### src/hlzm_pkg.sv
// Shared types, codes and reset constants for the Hall limit zone monitor.
// No dependencies; used by every module under src.
package hlzm_pkg;

    // Default widths of the sample and of the age counters
    localparam int SAMPLE_BITS_DEF = 12;
    localparam int AGE_BITS_DEF    = 16;

    // Fixed register widths
    localparam int THR_BITS  = 12;
    localparam int ID_BITS   = 8;
    localparam int IVL_BITS  = 16;
    localparam int CFG_BITS  = 16;
    localparam int IDX_BITS  = 3;
    localparam int ZONE_W    = 16;   // compare width, covers sample widths up to 16 bits

    // Register indexes
    localparam logic [IDX_BITS-1:0] REG_RED_ON      = 3'd0;
    localparam logic [IDX_BITS-1:0] REG_RED_BLINK   = 3'd1;
    localparam logic [IDX_BITS-1:0] REG_GREEN_BLINK = 3'd2;
    localparam logic [IDX_BITS-1:0] REG_GREEN_ON    = 3'd3;
    localparam logic [IDX_BITS-1:0] REG_NODE_ID     = 3'd4;
    localparam logic [IDX_BITS-1:0] REG_HB_TICKS    = 3'd5;
    localparam logic [IDX_BITS-1:0] REG_SMP_TICKS   = 3'd6;
    localparam logic [IDX_BITS-1:0] REG_BLINK_TICKS = 3'd7;

    // Register reset values
    localparam logic [THR_BITS-1:0] RED_ON_RST      = 12'd2160;
    localparam logic [THR_BITS-1:0] RED_BLINK_RST   = 12'd2460;
    localparam logic [THR_BITS-1:0] GREEN_BLINK_RST = 12'd2860;
    localparam logic [THR_BITS-1:0] GREEN_ON_RST    = 12'd3360;
    localparam logic [ID_BITS-1:0]  NODE_ID_RST     = 8'd1;
    localparam logic [IVL_BITS-1:0] HB_TICKS_RST    = 16'd5000;
    localparam logic [IVL_BITS-1:0] SMP_TICKS_RST   = 16'd50;
    localparam logic [IVL_BITS-1:0] BLINK_TICKS_RST = 16'd250;

    // Tick queue depth
    localparam int QUEUE_DEPTH = 4;

    typedef enum logic [2:0] {
        KIND_NONE      = 3'd0,
        KIND_HEARTBEAT = 3'd1,
        KIND_MIN       = 3'd2,
        KIND_NEAR_MIN  = 3'd3,
        KIND_NEAR_MAX  = 3'd4,
        KIND_MAX       = 3'd5
    } kind_t;

    typedef enum logic [2:0] {
        ZONE_MIN      = 3'd0,
        ZONE_NEAR_MIN = 3'd1,
        ZONE_NORMAL   = 3'd2,
        ZONE_NEAR_MAX = 3'd3,
        ZONE_MAX      = 3'd4
    } zone_t;

    // One classified tick, handed from front to back
    typedef struct packed {
        logic               hb;
        kind_t              ev;
        logic               red;
        logic               green;
        logic [ID_BITS-1:0] node;
    } tick_rec_t;

    // Zone sort; order of checks decides overlapping thresholds
    function automatic zone_t zone_of(
        input logic [ZONE_W-1:0]   s,
        input logic [THR_BITS-1:0] red_on,
        input logic [THR_BITS-1:0] red_blink,
        input logic [THR_BITS-1:0] green_blink,
        input logic [THR_BITS-1:0] green_on
    );
        zone_t z;
        if (s < ZONE_W'(red_on)) begin
            z = ZONE_MIN;
        end else if (s < ZONE_W'(red_blink)) begin
            z = ZONE_NEAR_MIN;
        end else if (s > ZONE_W'(green_on)) begin
            z = ZONE_MAX;
        end else if (s > ZONE_W'(green_blink)) begin
            z = ZONE_NEAR_MAX;
        end else begin
            z = ZONE_NORMAL;
        end
        return z;
    endfunction

endpackage

### src/hlzm_front.sv
// Front end: configuration registers, tick state, age counters and zone sort.
// Depends on hlzm_pkg; emits one tick record per accepted beat.
module hlzm_front #(
    parameter int SAMPLE_BITS = hlzm_pkg::SAMPLE_BITS_DEF,
    parameter int AGE_BITS    = hlzm_pkg::AGE_BITS_DEF
) (
    input  logic                                aclk,
    input  logic                                aresetn,
    input  logic                                cfg_wr_en,
    input  logic [hlzm_pkg::IDX_BITS-1:0]       cfg_index,
    input  logic [hlzm_pkg::CFG_BITS-1:0]       cfg_wdata,
    input  logic                                tick_valid,
    input  logic [SAMPLE_BITS-1:0]              tick_sample,
    output logic                                rec_push,
    output hlzm_pkg::tick_rec_t                 rec_data
);

    localparam int CMP_W = (AGE_BITS > hlzm_pkg::IVL_BITS) ? AGE_BITS : hlzm_pkg::IVL_BITS;

    logic [hlzm_pkg::THR_BITS-1:0] red_on_reg, red_blink_reg, green_blink_reg, green_on_reg;
    logic [hlzm_pkg::ID_BITS-1:0]  node_id_reg;
    logic [hlzm_pkg::IVL_BITS-1:0] hb_ticks_reg, smp_ticks_reg, blink_ticks_reg;

    logic                   started_reg, started_next;
    logic [SAMPLE_BITS-1:0] prev_reg, prev_next;
    logic [AGE_BITS-1:0]    hb_age_reg, hb_age_next;
    logic [AGE_BITS-1:0]    smp_age_reg, smp_age_next;
    logic [AGE_BITS-1:0]    blk_age_reg, blk_age_next;
    logic                   red_reg, red_next;
    logic                   green_reg, green_next;
    logic                   nmin_rep_reg, nmin_rep_next;
    logic                   nmax_rep_reg, nmax_rep_next;

    logic [AGE_BITS-1:0] hb_inc, smp_inc, blk_inc;
    logic                hb_due, smp_due, blk_due;
    hlzm_pkg::zone_t     zn, zp;
    hlzm_pkg::kind_t     ev;
    logic                hb;

    // Saturating increments
    assign hb_inc  = (&hb_age_reg)  ? hb_age_reg  : hb_age_reg  + 1'b1;
    assign smp_inc = (&smp_age_reg) ? smp_age_reg : smp_age_reg + 1'b1;
    assign blk_inc = (&blk_age_reg) ? blk_age_reg : blk_age_reg + 1'b1;

    assign hb_due  = CMP_W'(hb_inc)  >= CMP_W'(hb_ticks_reg);
    assign smp_due = CMP_W'(smp_inc) >= CMP_W'(smp_ticks_reg);
    assign blk_due = CMP_W'(blk_inc) >= CMP_W'(blink_ticks_reg);

    assign zn = hlzm_pkg::zone_of(hlzm_pkg::ZONE_W'(tick_sample), red_on_reg, red_blink_reg,
                                  green_blink_reg, green_on_reg);
    assign zp = hlzm_pkg::zone_of(hlzm_pkg::ZONE_W'(prev_reg), red_on_reg, red_blink_reg,
                                  green_blink_reg, green_on_reg);

    always_comb begin
        started_next  = started_reg;
        prev_next     = prev_reg;
        hb_age_next   = hb_age_reg;
        smp_age_next  = smp_age_reg;
        blk_age_next  = blk_age_reg;
        red_next      = red_reg;
        green_next    = green_reg;
        nmin_rep_next = nmin_rep_reg;
        nmax_rep_next = nmax_rep_reg;
        hb            = 1'b0;
        ev            = hlzm_pkg::KIND_NONE;
        if (!started_reg) begin
            // first tick: latch sample, restart ages, heartbeat
            started_next = 1'b1;
            prev_next    = tick_sample;
            hb_age_next  = '0;
            smp_age_next = '0;
            blk_age_next = '0;
            hb           = 1'b1;
        end else begin
            hb_age_next  = hb_inc;
            smp_age_next = smp_inc;
            blk_age_next = blk_inc;
            if (hb_due) begin
                hb_age_next = '0;
                hb          = 1'b1;
            end
            if (smp_due) begin
                smp_age_next = '0;
                prev_next    = tick_sample;
                if (zn != hlzm_pkg::ZONE_NEAR_MIN) nmin_rep_next = 1'b0;
                if (zn != hlzm_pkg::ZONE_NEAR_MAX) nmax_rep_next = 1'b0;
                unique case (zn)
                    hlzm_pkg::ZONE_MIN: begin
                        if (zp != hlzm_pkg::ZONE_MIN) ev = hlzm_pkg::KIND_MIN;
                        red_next   = 1'b1;
                        green_next = 1'b0;
                    end
                    hlzm_pkg::ZONE_NEAR_MIN: begin
                        if (zp != hlzm_pkg::ZONE_NEAR_MIN && !nmin_rep_reg) begin
                            ev            = hlzm_pkg::KIND_NEAR_MIN;
                            nmin_rep_next = 1'b1;
                        end
                        green_next = 1'b0;
                        if (blk_due) begin
                            blk_age_next = '0;
                            red_next     = !red_reg;
                        end
                    end
                    hlzm_pkg::ZONE_MAX: begin
                        if (zp != hlzm_pkg::ZONE_MAX) ev = hlzm_pkg::KIND_MAX;
                        green_next = 1'b1;
                        red_next   = 1'b0;
                    end
                    hlzm_pkg::ZONE_NEAR_MAX: begin
                        if (zp != hlzm_pkg::ZONE_NEAR_MAX && !nmax_rep_reg) begin
                            ev            = hlzm_pkg::KIND_NEAR_MAX;
                            nmax_rep_next = 1'b1;
                        end
                        red_next = 1'b0;
                        if (blk_due) begin
                            blk_age_next = '0;
                            green_next   = !green_reg;
                        end
                    end
                    default: begin
                        red_next   = 1'b0;
                        green_next = 1'b0;
                    end
                endcase
            end
        end
    end

    always_ff @(posedge aclk) begin
        if (!aresetn) begin
            red_on_reg      <= hlzm_pkg::RED_ON_RST;
            red_blink_reg   <= hlzm_pkg::RED_BLINK_RST;
            green_blink_reg <= hlzm_pkg::GREEN_BLINK_RST;
            green_on_reg    <= hlzm_pkg::GREEN_ON_RST;
            node_id_reg     <= hlzm_pkg::NODE_ID_RST;
            hb_ticks_reg    <= hlzm_pkg::HB_TICKS_RST;
            smp_ticks_reg   <= hlzm_pkg::SMP_TICKS_RST;
            blink_ticks_reg <= hlzm_pkg::BLINK_TICKS_RST;
        end else if (cfg_wr_en) begin
            unique case (cfg_index)
                hlzm_pkg::REG_RED_ON:      red_on_reg      <= cfg_wdata[hlzm_pkg::THR_BITS-1:0];
                hlzm_pkg::REG_RED_BLINK:   red_blink_reg   <= cfg_wdata[hlzm_pkg::THR_BITS-1:0];
                hlzm_pkg::REG_GREEN_BLINK: green_blink_reg <= cfg_wdata[hlzm_pkg::THR_BITS-1:0];
                hlzm_pkg::REG_GREEN_ON:    green_on_reg    <= cfg_wdata[hlzm_pkg::THR_BITS-1:0];
                hlzm_pkg::REG_NODE_ID:     node_id_reg     <= cfg_wdata[hlzm_pkg::ID_BITS-1:0];
                hlzm_pkg::REG_HB_TICKS:    hb_ticks_reg    <= cfg_wdata[hlzm_pkg::IVL_BITS-1:0];
                hlzm_pkg::REG_SMP_TICKS:   smp_ticks_reg   <= cfg_wdata[hlzm_pkg::IVL_BITS-1:0];
                hlzm_pkg::REG_BLINK_TICKS: blink_ticks_reg <= cfg_wdata[hlzm_pkg::IVL_BITS-1:0];
                default: ;
            endcase
        end
    end

    always_ff @(posedge aclk) begin
        if (!aresetn) begin
            started_reg  <= 1'b0;
            prev_reg     <= '0;
            hb_age_reg   <= '0;
            smp_age_reg  <= '0;
            blk_age_reg  <= '0;
            red_reg      <= 1'b0;
            green_reg    <= 1'b0;
            nmin_rep_reg <= 1'b0;
            nmax_rep_reg <= 1'b0;
        end else if (tick_valid) begin
            started_reg  <= started_next;
            prev_reg     <= prev_next;
            hb_age_reg   <= hb_age_next;
            smp_age_reg  <= smp_age_next;
            blk_age_reg  <= blk_age_next;
            red_reg      <= red_next;
            green_reg    <= green_next;
            nmin_rep_reg <= nmin_rep_next;
            nmax_rep_reg <= nmax_rep_next;
        end
    end

    assign rec_push       = tick_valid;
    assign rec_data.hb    = hb;
    assign rec_data.ev    = ev;
    assign rec_data.red   = red_next;
    assign rec_data.green = green_next;
    assign rec_data.node  = node_id_reg;

endmodule

### src/hlzm_queue.sv
// Short FIFO of tick records between front and back.
// Depends on hlzm_pkg for the record type.
module hlzm_queue #(
    parameter int DEPTH = hlzm_pkg::QUEUE_DEPTH
) (
    input  logic                aclk,
    input  logic                aresetn,
    input  logic                push,
    input  hlzm_pkg::tick_rec_t push_data,
    input  logic                pop,
    output hlzm_pkg::tick_rec_t head,
    output logic                not_empty,
    output logic                full
);

    localparam int PTR_W = (DEPTH > 1) ? $clog2(DEPTH) : 1;
    localparam int CNT_W = $clog2(DEPTH + 1);

    hlzm_pkg::tick_rec_t entry_reg [DEPTH];
    logic [PTR_W-1:0]    wr_ptr_reg, rd_ptr_reg;
    logic [CNT_W-1:0]    count_reg;
    logic                do_push, do_pop;

    assign full      = count_reg == CNT_W'(DEPTH);
    assign not_empty = count_reg != '0;
    assign do_push   = push && !full;
    assign do_pop    = pop && not_empty;
    assign head      = entry_reg[rd_ptr_reg];

    always_ff @(posedge aclk) begin
        if (do_push) entry_reg[wr_ptr_reg] <= push_data;
    end

    always_ff @(posedge aclk) begin
        if (!aresetn) begin
            wr_ptr_reg <= '0;
            rd_ptr_reg <= '0;
            count_reg  <= '0;
        end else begin
            if (do_push) begin
                wr_ptr_reg <= (wr_ptr_reg == PTR_W'(DEPTH - 1)) ? '0 : wr_ptr_reg + 1'b1;
            end
            if (do_pop) begin
                rd_ptr_reg <= (rd_ptr_reg == PTR_W'(DEPTH - 1)) ? '0 : rd_ptr_reg + 1'b1;
            end
            if (do_push && !do_pop) begin
                count_reg <= count_reg + 1'b1;
            end else if (do_pop && !do_push) begin
                count_reg <= count_reg - 1'b1;
            end
        end
    end

endmodule

### src/hlzm_back.sv
// Back end: splits each tick record into one or two message beats.
// Depends on hlzm_pkg; drives the registered output channel.
module hlzm_back (
    input  logic                aclk,
    input  logic                aresetn,
    input  hlzm_pkg::tick_rec_t head,
    input  logic                head_valid,
    output logic                pop,
    output logic                m_tvalid,
    input  logic                m_tready,
    output logic [15:0]         m_tdata,   // [2:0] msg_kind, [10:3] device_id_out,
                                           // [11] red_led, [12] green_led, [15:13] zero
    output logic                m_tlast    // last_of_tick
);

    logic                          valid_reg;
    logic                          phase_reg;     // heartbeat of a two-beat tick sent
    hlzm_pkg::kind_t               kind_reg, kind_next;
    logic [hlzm_pkg::ID_BITS-1:0]  id_reg;
    logic                          red_reg, green_reg, last_reg;
    logic                          load, split, last_next;

    assign load  = head_valid && (!valid_reg || m_tready);
    assign split = head.hb && head.ev != hlzm_pkg::KIND_NONE && !phase_reg;

    always_comb begin
        last_next = 1'b1;
        if (split) begin
            kind_next = hlzm_pkg::KIND_HEARTBEAT;
            last_next = 1'b0;
        end else if (head.hb && !phase_reg) begin
            kind_next = hlzm_pkg::KIND_HEARTBEAT;
        end else begin
            kind_next = head.ev;
        end
    end

    assign pop = load && last_next;

    always_ff @(posedge aclk) begin
        if (!aresetn) begin
            valid_reg <= 1'b0;
            phase_reg <= 1'b0;
        end else begin
            if (load) begin
                valid_reg <= 1'b1;
                phase_reg <= !last_next;
            end else if (m_tready) begin
                valid_reg <= 1'b0;
            end
        end
    end

    always_ff @(posedge aclk) begin
        if (load) begin
            kind_reg  <= kind_next;
            id_reg    <= (kind_next == hlzm_pkg::KIND_NONE) ? '0 : head.node;
            red_reg   <= head.red;
            green_reg <= head.green;
            last_reg  <= last_next;
        end
    end

    assign m_tvalid = valid_reg;
    assign m_tdata  = {3'b000, green_reg, red_reg, id_reg, kind_reg};
    assign m_tlast  = last_reg;

endmodule

### src/hall_limit_zone_monitor_core.sv
// Hall limit zone monitor, top level: front (state, zone sort), tick queue, back (beats).
// Depends on hlzm_pkg, hlzm_front, hlzm_queue and hlzm_back.
// Path: an accepted tick is written into the queue, then loaded into the back end's output register.
// Throughput: one tick per cycle while the queue is not full; a tick with heartbeat plus zone event takes two beats.
// The queue of QUEUE_DEPTH records absorbs two-beat ticks and output stalls.
// Reset: synchronous, active low; registers to defaults, state and queue cleared.
module hall_limit_zone_monitor_core #(
    parameter int SAMPLE_BITS = hlzm_pkg::SAMPLE_BITS_DEF,
    parameter int AGE_BITS    = hlzm_pkg::AGE_BITS_DEF
) (
    input  logic                              aclk,
    input  logic                              aresetn,
    // configuration write port
    input  logic                              cfg_wr_en,
    input  logic [hlzm_pkg::IDX_BITS-1:0]     cfg_index,
    input  logic [hlzm_pkg::CFG_BITS-1:0]     cfg_wdata,
    // tick input
    input  logic                              s_tvalid,
    output logic                              s_tready,
    input  logic [((SAMPLE_BITS+7)/8)*8-1:0]  s_tdata,   // [SAMPLE_BITS-1:0] sensor_sample
    // message output
    output logic                              m_tvalid,
    input  logic                              m_tready,
    output logic [15:0]                       m_tdata,   // [2:0] msg_kind,
                                                         // [10:3] device_id_out,
                                                         // [11] red_led, [12] green_led
    output logic                              m_tlast    // last_of_tick
);

    logic                rec_push, q_full, q_not_empty, q_pop;
    hlzm_pkg::tick_rec_t rec_data, q_head;
    logic                tick_accept;

    // a beat is taken whenever the queue has a free slot
    assign s_tready    = !q_full;
    assign tick_accept = s_tvalid && s_tready;

    hlzm_front #(
        .SAMPLE_BITS (SAMPLE_BITS),
        .AGE_BITS    (AGE_BITS)
    ) u_front (
        .aclk        (aclk),
        .aresetn     (aresetn),
        .cfg_wr_en   (cfg_wr_en),
        .cfg_index   (cfg_index),
        .cfg_wdata   (cfg_wdata),
        .tick_valid  (tick_accept),
        .tick_sample (s_tdata[SAMPLE_BITS-1:0]),
        .rec_push    (rec_push),
        .rec_data    (rec_data)
    );

    hlzm_queue #(
        .DEPTH (hlzm_pkg::QUEUE_DEPTH)
    ) u_queue (
        .aclk      (aclk),
        .aresetn   (aresetn),
        .push      (rec_push),
        .push_data (rec_data),
        .pop       (q_pop),
        .head      (q_head),
        .not_empty (q_not_empty),
        .full      (q_full)
    );

    hlzm_back u_back (
        .aclk       (aclk),
        .aresetn    (aresetn),
        .head       (q_head),
        .head_valid (q_not_empty),
        .pop        (q_pop),
        .m_tvalid   (m_tvalid),
        .m_tready   (m_tready),
        .m_tdata    (m_tdata),
        .m_tlast    (m_tlast)
    );

endmodule

### config.mk
export PLATFORM = sky130hd
export DESIGN_NAME = hall_limit_zone_monitor_core
export DESIGN_NICKNAME = d
export VERILOG_FILES = /design/src/hlzm_pkg.sv /design/src/hlzm_front.sv /design/src/hlzm_queue.sv /design/src/hlzm_back.sv /design/src/hall_limit_zone_monitor_core.sv
export SDC_FILE = /design/constraint.sdc
export NUM_CORES = 1
export LEC_CHECK = 0
export CAP_MARGIN = 20
export CORE_MARGIN = 2
export CORE_UTILIZATION = 64
export CTS_CLUSTER_DIAMETER = 100
export DETAILED_ROUTE_END_ITERATION = 8
export DONT_BUFFER_PORTS = 1
export PLACE_DENSITY = 0.8
export SETUP_SLACK_MARGIN = 0.2
export SYNTH_ARGS = -nofsm -noshare
export SYNTH_HDL_FRONTEND = slang
export SYNTH_SLANG_ARGS = --single-unit
### constraint.sdc
create_clock -name aclk -period 4.9 [get_ports aclk]
set_input_delay 0.98 -clock aclk [delete_from_list [all_inputs] [get_ports aclk]]
set_output_delay 0.98 -clock aclk [all_outputs]
set_load 0.02 [all_outputs]
Word level (Yosys, flattened, before mapping)
Memory sizes are Yosys's and may differ from the RTL's. A register that Yosys moved wholly into a read port is not among the register bits.
Index checks and enable logic that the tools add are counted.
{"block": "word_totals", "ff_bits": 192, "ramBits": 56, "out_inout_bits": 19, "memories": 1}
{"block": "classes", "n_addsub": 7, "order_cmp": 11, "n_eq_ne": 19, "mux": 57, "n_reduce_logical": 44}
{"name": "u_queue.entry_reg", "words": 4, "width": 14, "rd": 1, "rd_clocked_by_memory_dff": 1, "write_ports": 1, "line_no": "hlzm_queue.sv:19", "text": "hlzm_pkg::tick_rec_t entry_reg [DEPTH];"}
{"cell": "2-to-1 mux 16 bit", "count": 11}
{"cell": "adder 16 x 1 -> 16 bit, second input constant", "count": 3}
{"cell": "greater-or-equal comparator 16 bit", "count": 3}
{"cell": "> comparator 12 bit", "count": 4}
{"cell": "< comparator 12 bit", "count": 4}
{"cell": "AND reduction 16 bit", "count": 3}
{"cell": "2-to-1 mux 3 bit", "count": 14}
{"cell": "2-to-1 mux 12 bit", "count": 2}
{"cell": "2-to-1 mux 1 bit", "count": 21}
{"cell": "== test 3 bit, second input constant", "count": 6}
{"cell": "AND reduction 2 bit", "count": 9}
{"cell": "logical AND 1 bit", "count": 12}
{"cell": "2-to-1 mux 2 bit", "count": 6}
{"cell": "one-hot mux 3 bit (4 select lines)", "count": 1}
{"cell": "== test 3 x 2 -> 1 bit, second input constant", "count": 3}
{"cell": "logical NOT 1 bit", "count": 9}
{"cell": "logical NOT 3 bit", "count": 3}
{"cell": "nonzero test 3 bit", "count": 3}
{"cell": "== test 3 x 1 -> 1 bit, second input constant", "count": 2}
{"cell": "inequality test 3 x 1 -> 1 bit, second input constant", "count": 2}
{"cell": "inequality test 3 x 2 -> 1 bit, second input constant", "count": 2}
{"cell": "adder 2 x 1 -> 2 bit, second input constant", "count": 2}
{"cell": "== test 2 bit, second input constant", "count": 2}
{"cell": "one-hot mux 1 bit (2 select lines)", "count": 2}
{"cell": "8 further kinds", "count": 9}

Longest topological paths before layout
Gate-level depths: netlist of run 1.
{"block": "logic_depth", "depth_word": 11, "depth_mapped": 18, "mapped_depth_nobuf": 16}

Cells and area by module
From an unflattened synthesis of run 1, not the netlist that was laid out.
{"block": "unflattened", "hier_cells": 1518, "area_unflattened_um2": 14024.7}
{"mod": "hlzm_front", "n_inst": 1, "cells_each": 1347, "area_per_inst_um2": 10826.6}
{"mod": "hlzm_queue", "n_inst": 1, "cells_each": 124, "area_per_inst_um2": 2523.7}
{"mod": "hlzm_back", "n_inst": 1, "cells_each": 45, "area_per_inst_um2": 664.4}
{"mod": "hall_limit_zone_monitor_core", "n_inst": 1, "cells_each": 2, "area_per_inst_um2": 10.0}

Worst setup path after synthesis of run 1
Ideal clock, no wire load.
{"block": "synth_path", "path_type": "register to register", "start": "register u_front.hb_age_reg[4]", "end": "register u_front.hb_age_reg[11]", "t_arrival_ps": 3360, "required_time_ps": 4841, "slack_ps": 1481, "path_stages_with_launch": 19, "period_less_slack_ps": 3419, "path_cell_list": "dfxtp_1 -> buf_2 -> and4_1 -> nand4_1 -> nor2_2 -> nand3_2 -> buf_2 -> nand4_1 -> xnor2_1 -> ha_1 -> a21o_1 -> a21o_1 -> a21o_1 -> a21oi_1 -> nor2_1 -> a211oi_4 -> and3_1 -> buf_2 -> a22o_1"}
{"block": "synth_between", "elab_chain_len": 5}
{"element": "start, declared", "line_no": "hlzm_front.sv:26", "text": "logic [AGE_BITS-1:0] hb_age_reg, hb_age_next;"}
{"element": "start signal, assigned", "line_no": "hlzm_front.sv:168", "text": "hb_age_reg <= hb_age_next;"}
{"element": "adder 16 x 1 -> 16 bit / AND reduction 16 bit (equally long branches)", "line_no": "hlzm_front.sv:41", "text": "assign hb_inc = (&hb_age_reg) ? hb_age_reg : hb_age_reg + 1'b1;"}
{"element": "2-to-1 mux 16 bit *", "line_no": "hlzm_front.sv:41"}
{"element": "greater-or-equal comparator 16 bit", "line_no": "hlzm_front.sv:45", "text": "assign hb_due = CMP_W'(hb_inc) >= CMP_W'(hb_ticks_reg);"}
{"element": "2-to-1 mux 16 bit *", "line_no": "hlzm_front.sv:78", "text": "if (hb_due) begin"}
{"element": "2-to-1 mux 16 bit *", "line_no": "hlzm_front.sv:66", "text": "if (!started_reg) begin"}
Mark *: on every way between the ends. The rest lies on a longest branch, timed or not.
A chain may end at the register's enable or synchronous reset.

Final worst setup path of run 1
{"block": "layout_path", "start": "register u_front.hb_age_reg[4]", "end": "register u_front.hb_age_reg[10]"}
Same word-level chain as after synthesis.

==> out/metrics.cfg, run 1 <==
[setup_path]
crit_path_frequent_cell=a21o_1
cp_slowest_cell=and3_1
path_cells=and4_1 -> nand4_1 -> nor2_2 -> nand3_2 -> nand4_1 -> xnor2_1 -> ha_1 -> a21o_1 -> a21o_1 -> a21o_1 -> a21oi_1 -> nor2_1 -> a211oi_4 -> and3_1 -> a221o_1
critPathMaxFanout=13
reg2reg_setup_slack_ps=770
startpoint_type=flop
worstSetupPathType=reg2reg
arrival_ps=4600
slowest_delay_ps=570
crit_path_end_kind=flop
required_ps=5370

[power_and_ir_drop]
power_w=0.00543
ir_worst_vdd_v=0.000278
p_clk_share_pct=39.6
combPwrFrac_pct=13.8
leakage_nw=5.99
power.switching_w=0.00146
powerDensity_nw_per_um2=370
p_seq_share_pct=46.6
p_int_w=0.00396
switching_share_pct=27.0

[logic_synthesis]
yosys_warnings=0
synth_most_common_cell=nand2_1
synth_seq_cells=250
ys_types=70
seq_area_frac_synth_pct=42.3
synth_cells=1480
synth-edff-count=70
syn_area_um2=13500
yosys.area.top_type=dfxtp_1
syn_avg_cell_area_um2=9.12
netlist_top_cells_count=nand2_1, dfxtp_1, a21oi_1
yosys_most_used_dff=dfxtp_1
synthTopCellsByArea=dfxtp_1, edfxtp_1, ha_1
synth-async-reset-ratio_pct=0
netlist.area_leader.share_pct=26.7

[timing]
post-route-period-util_pct=84.3
final_max_slew_viol_count=0
worst_pin_slew_ps=924
rsz0062_at_grt=no
hold_viol_final=0
fmax_mhz=242
finalSetupViolCount=0
skew_ps=15.8
fin_setup_tns_ps=0
timing.hold.ws_ps=453
slew_headroom_pct=38.3
timing.final.crit_period_ps=4130

[die]
fp.coreArea_um2=20900
die_x_um=149
dieArea_um2=22300
pin_count=59
rows=53
floorplan.initialDensity_pct=64.6
die_h_um=149

[clock_tree]
cts_root_buffer=clkbuf_16
clock_path_buffers=3
hold_buffers=0
post_cts_resize_count=0
tritoncts=built
numCtsBuffers=27
clk_latency_ps=540
post-cts-setup-buffers=0
clk_pin_slew_worst_paths_ps=60
h-tree-depth=1
clkSinkCount=250

[global_routing]
grt_pass1_wl_um=51800
grt_overflow=0
grt.total_usage_pct=29.2
grt_pass1_vias=10300
grt_max_degree=70
antenna_found_initial=0

[placed_design]
hpwl_um=22800
place.gp.congestion=0.916
placed_cell_area_um2=13700
port_buffers=0

[routing]
dr.pass1.iters=5
via_count=10700
drc=0
drt_iter0_markers=798
wl_per_cell_um=18.4
wl_um=32400
ant_nets=0
vias_per_cell=6.08

[outcome]
status=finished clean

[cells_and_area]
syn2layout_area_growth_pct=8.61
stdcell_area_um2=14700
largest_reg_flops=56
fin_util_pct=70.2
n_antenna_cell=0
layout-drive-gt1-share_pct=6.40
nFillCells=1601
final_nets=1654

[run]
drv_cap=0

[worst_hold_path]
hold_path_class=reg2reg

critical path, delay by kind of cell (launching register included):
family | cells | cell delay (ps)
AO/OA/AOI/OAI | 6 | 1270
XOR/XNOR | 1 | 160
adder cells (fa/ha/maj) | 1 | 290
flip-flops | 1 | 450
AND/OR/NAND/NOR | 7 | 1900
placed cells by master (no fill, tap or decap), drive strengths merged, types with 12 or more instances in the layout:
cell type    n
nand2      263
dfxtp      180
a21oi      154
ha         149
inv        107
nor2        72
edfxtp      70
nand3       48
o211ai      40
clkbuf      40
o21ai       36
nand4       28
a21o        26
a22o        24
nor2b       23
nor3        19
o21a        17
and3        16
xnor2       16
buf         15
mux4        14
nand2b      12
cell families after synthesis:
| family | after synthesis | share of synthesized area, % |
|---|---|---|
| AO/OA/AOI/OAI | 346 | 16.4 |
| XOR/XNOR | 26 | 1.69 |
| adder cells (fa/ha/maj) | 150 | 14.0 |
| buffers and inverters | 168 | 5.05 |
| flip-flops | 250 | 42.3 |
| multiplexers | 22 | 2.97 |
| other | 1 | 0.0278 |
| AND/OR/NAND/NOR | 517 | 17.6 |
power by group through the flow:
stage                     logic (W)  registers, W  clock network [W]
after floorplan            0.000634       0.00250                  0
after global placement     0.000687       0.00256                  0
after detailed placement   0.000741       0.00258                  0
after CTS                  0.000747       0.00253            0.00218
after global routing       0.000828       0.00256            0.00227
final                      0.000746       0.00253            0.00215
per-stage QoR:
| step | worst slack [ps] | std cells |
|---|---|---|
| after floorplan | 1480 | 1482 |
| after global placement | 926 | 1705 |
| after detailed placement | 865 | 1708 |
| after CTS | 840 | 1758 |
| after global routing | 521 | 1760 |
| final | 769 | 1760 |
path summary, 6_finish.rpt:
path                            depth (start not counted)                              endpoint                                 start
worst max-delay path                                   15   u_front.hb_age_reg[10]$_SDFFE_PN0P_    u_front.hb_age_reg[4]$_SDFFE_PN0P_
worst min-delay path                                    2  u_front.green_on_reg[2]$_SDFFE_PN0P_  u_front.green_on_reg[2]$_SDFFE_PN0P_
worst max register to register                         15   u_front.hb_age_reg[10]$_SDFFE_PN0P_    u_front.hb_age_reg[4]$_SDFFE_PN0P_
worst min register to register                          2  u_front.green_on_reg[2]$_SDFFE_PN0P_  u_front.green_on_reg[2]$_SDFFE_PN0P_
layer usage:
metal / track usage (%) / up-vias / wire (um)
met2: 49.3 / 351 / 15200
met3: 5.35 / 73 / 2550
met1: 37.3 / 5053 / 13500
met5: 0 / - / 0
met4: 11.4 / 0 / 1180
li1: - / 5222 / -
layout make-up:
| cell class | instances | area, um2 | share of cell area [%] |
|---|---|---|---|
| Clock buffer | 40 | 816 | 5.56 |
| Inverter | 106 | 399 | 2.72 |
| Multi-Input combinational cell | 1064 | 7130 | 48.6 |
| Sequential cell | 250 | 5710 | 38.9 |
| Tap cell | 275 | 344 | 2.35 |
| Clock inverter | 10 | 143 | 0.973 |
| Timing Repair Buffer | 15 | 128 | 0.870 |
(Power assumes the default switching activity.)
==> run 2, diff against run 1 <==
==> constraint.sdc (replaced) <==
create_clock -name aclk -period 3.97 [get_ports aclk]
set_input_delay 0.794 -clock aclk [delete_from_list [all_inputs] [get_ports aclk]]
set_output_delay 0.794 -clock aclk [all_outputs]
set_load 0.02 [all_outputs]
==> out/metrics.cfg, run 2 (same netlist as run 1, synthesis figures left out) <==
[outcome]
status=finished clean

[timing]
hold_viol_final=0  ; unchanged
fin_setup_tns_ps=0  ; unchanged
skew_ps=15.8  ; -0.0332 ps
finalSetupViolCount=0  ; unchanged
slew_headroom_pct=41.3  ; +3.0 points
worst_pin_slew_ps=859  ; -65.3 ps
fmax_mhz=274  ; +13%
timing.final.crit_period_ps=3650  ; -485 ps
timing.hold.ws_ps=359  ; -93.6 ps
final_max_slew_viol_count=0  ; unchanged
rsz0062_at_grt=no
post-route-period-util_pct=91.8  ; +7.5 points

[setup_path]
critPathLaunch=u_front.blk_age_reg[6]$_SDFFE_PN0P_
crit_path_end_kind=flop
r2r_end=u_front.green_reg$_SDFFE_PN0P_
slowest_delay_ps=590  ; +20 ps
arrival_ps=4110  ; -490 ps
required_ps=4440  ; -930 ps
critPathMaxFanout=4  ; -9
reg2reg_setup_slack_ps=320  ; -440 ps
path_cells=and3_4 -> and3_4 -> and4_4 -> nand3_1 -> nor2_2 -> nand3b_1 -> o21a_1 -> ha_1 -> nand4_1 -> or4_4 -> o211ai_4 -> buf_6 -> a31oi_1 -> or3_1 -> a21oi_2
r2r-start=u_front.blk_age_reg[6]$_SDFFE_PN0P_
crit_path_frequent_cell=and3_4
cp_slowest_cell=or4_4
startpoint_type=flop
worstSetupPathType=reg2reg
ff2ff_path_depth=15  ; unchanged

[routing]
vias_per_cell=6.05  ; -0.50%
dr.pass1.iters=6  ; +1
wl_met3_um=2640  ; +3.5%
wl_um=32400  ; -0.14%
wl_per_cell_um=18.2  ; -1.0%
via_count=10700  ; +0.40%
dr_wl_met2_um=15100  ; -0.32%
routed.top_layer=met4
drt_iter0_markers=825  ; +3.4%
drc=0  ; unchanged
met1_length_um=13300  ; -1.4%
ant_nets=0  ; unchanged

[die]
fp.coreArea_um2=20900  ; unchanged
floorplan.initialDensity_pct=64.6  ; unchanged
rows=53  ; unchanged
dieArea_um2=22300  ; unchanged
pin_count=59  ; unchanged
die_x_um=149  ; unchanged
die_h_um=149  ; unchanged

[placed_design]
hpwl_um=22500  ; -1.1%
port_buffers=0  ; unchanged
place.gp.congestion=0.884  ; -3.5%

[power_and_ir_drop]
powerDensity_nw_per_um2=441  ; +19%
leakage_nw=6.07  ; +1.3%
ir_worst_vdd_v=0.000301  ; +8.4%

[worst_hold_path]
hold_path_class=in2reg
hold_end=u_front.hb_ticks_reg[12]$_SDFFE_PN1P_
worstHoldStart=aresetn
holdPathStages=1  ; -1

[global_routing]
grt_pass1_wl_um=51900  ; +0.16%
grt_overflow=0  ; unchanged
grt_pass1_vias=10400  ; +1.4%
grt_max_degree=59  ; -16%
grt.total_usage_pct=29.3  ; +0.10 points
antenna_found_initial=0  ; unchanged

[clock_tree]
clk_latency_ps=540  ; about the same
clk_pin_slew_worst_paths_ps=60  ; about the same
clock_path_buffers=3  ; unchanged
clkSinkCount=250  ; unchanged
cts_root_buffer=clkbuf_16
numCtsBuffers=27  ; unchanged
tritoncts=built
h-tree-depth=1  ; unchanged

[cells_and_area]
syn2layout_area_growth_pct=10.1
layout_common_cells=nand2_1, dfxtp_1, a21oi_1
final_nets=1674  ; +1.2%
n_antenna_cell=0  ; unchanged
largest_reg_flops=56  ; unchanged
layout-drive-gt1-share_pct=8.79  ; +2.4 points
final_common_cell=nand2_1
fin_util_pct=71.1  ; +0.95 points

[run]
drv_cap=0  ; unchanged

==> run 2: cell count changes in the layout (fill, tap and decap cells not counted), moves of 3 or more <==
cell     delta
buf_4      +17
dfxtp_1     -5
dfxtp_2     +4
nor2_1      -4
and4_1      -3
buf_6       +3
==> run 2: per-layer routing <==
layer,vias up,GRT usage [%]
li1,5250,-
met1,5020,36.9
met2,379,48.9
met3,93,6.33
met4,0,12.5
met5,-,0
==> run 2: cell type report <==
type                    count  area, um2
clock buffers              39        792
clock inverters             7       91.3
fillers                  1570       6030
inverters                 106        399
multi-input cells        1064       7230
flip-flops and latches    250       5710
well taps                 275        344
repair buffers             35        289
==> run 2: worst max path at each step <==
stage,slack (ps),end,depth (start not counted)
2_1_floorplan,550,u_front.hb_age_reg[11]$_SDFFE_PN0P_,18
3_3_place_gp,190,u_front.prev_reg[9]$_SDFFE_PN0P_,16
3_5_place_dp,200,u_queue.entry_reg[0][8]$_DFFE_PP_,14
4_1_cts,220,u_front.blk_age_reg[0]$_SDFFE_PN0P_,14
5_1_grt,170,u_front.green_reg$_SDFFE_PN0P_,15
6_report,320,u_front.green_reg$_SDFFE_PN0P_,15
==> run 2: report_power, final <==
group          total, W  internal [W]  switching [W]  leakage [nW]
sequential      0.00310       0.00287       0.000231          2.12
combinational  0.000961      0.000412       0.000549          3.52
clock           0.00249       0.00150       0.000990         0.433
==> run 2: through the flow <==
step           area, um2  cells  total power, W  setup slack, ps
3_5_place_dp       13800   1721         0.00411              203
4_1_cts            14700   1767         0.00659              218
2_1_floorplan      13500   1482         0.00387              551
3_3_place_gp       13700   1718         0.00403              191
6_report           14900   1776         0.00656              324
5_1_grt            14900   1776         0.00683              172
==> run 2: worst max-delay path: cells and delay by family (launching register included) <==
kind | cells | cell delay (ps)
adder cells (fa/ha/maj) | 1 | 290
AND/OR/NAND/NOR | 9 | 2160
flip-flops | 1 | 360
AO/OA/AOI/OAI | 4 | 630
buffers and inverters | 1 | 150
==> run 2: repair_timing <==
action / 4_1_cts / 5_1_grt
setup endpoints to repair: 4 / 80
hold buffers: 0 / 0
gates resized for setup: 1 / 32
cloned: 0 / 0
setup buffers: 0 / 7
pin swaps: 0 / 4
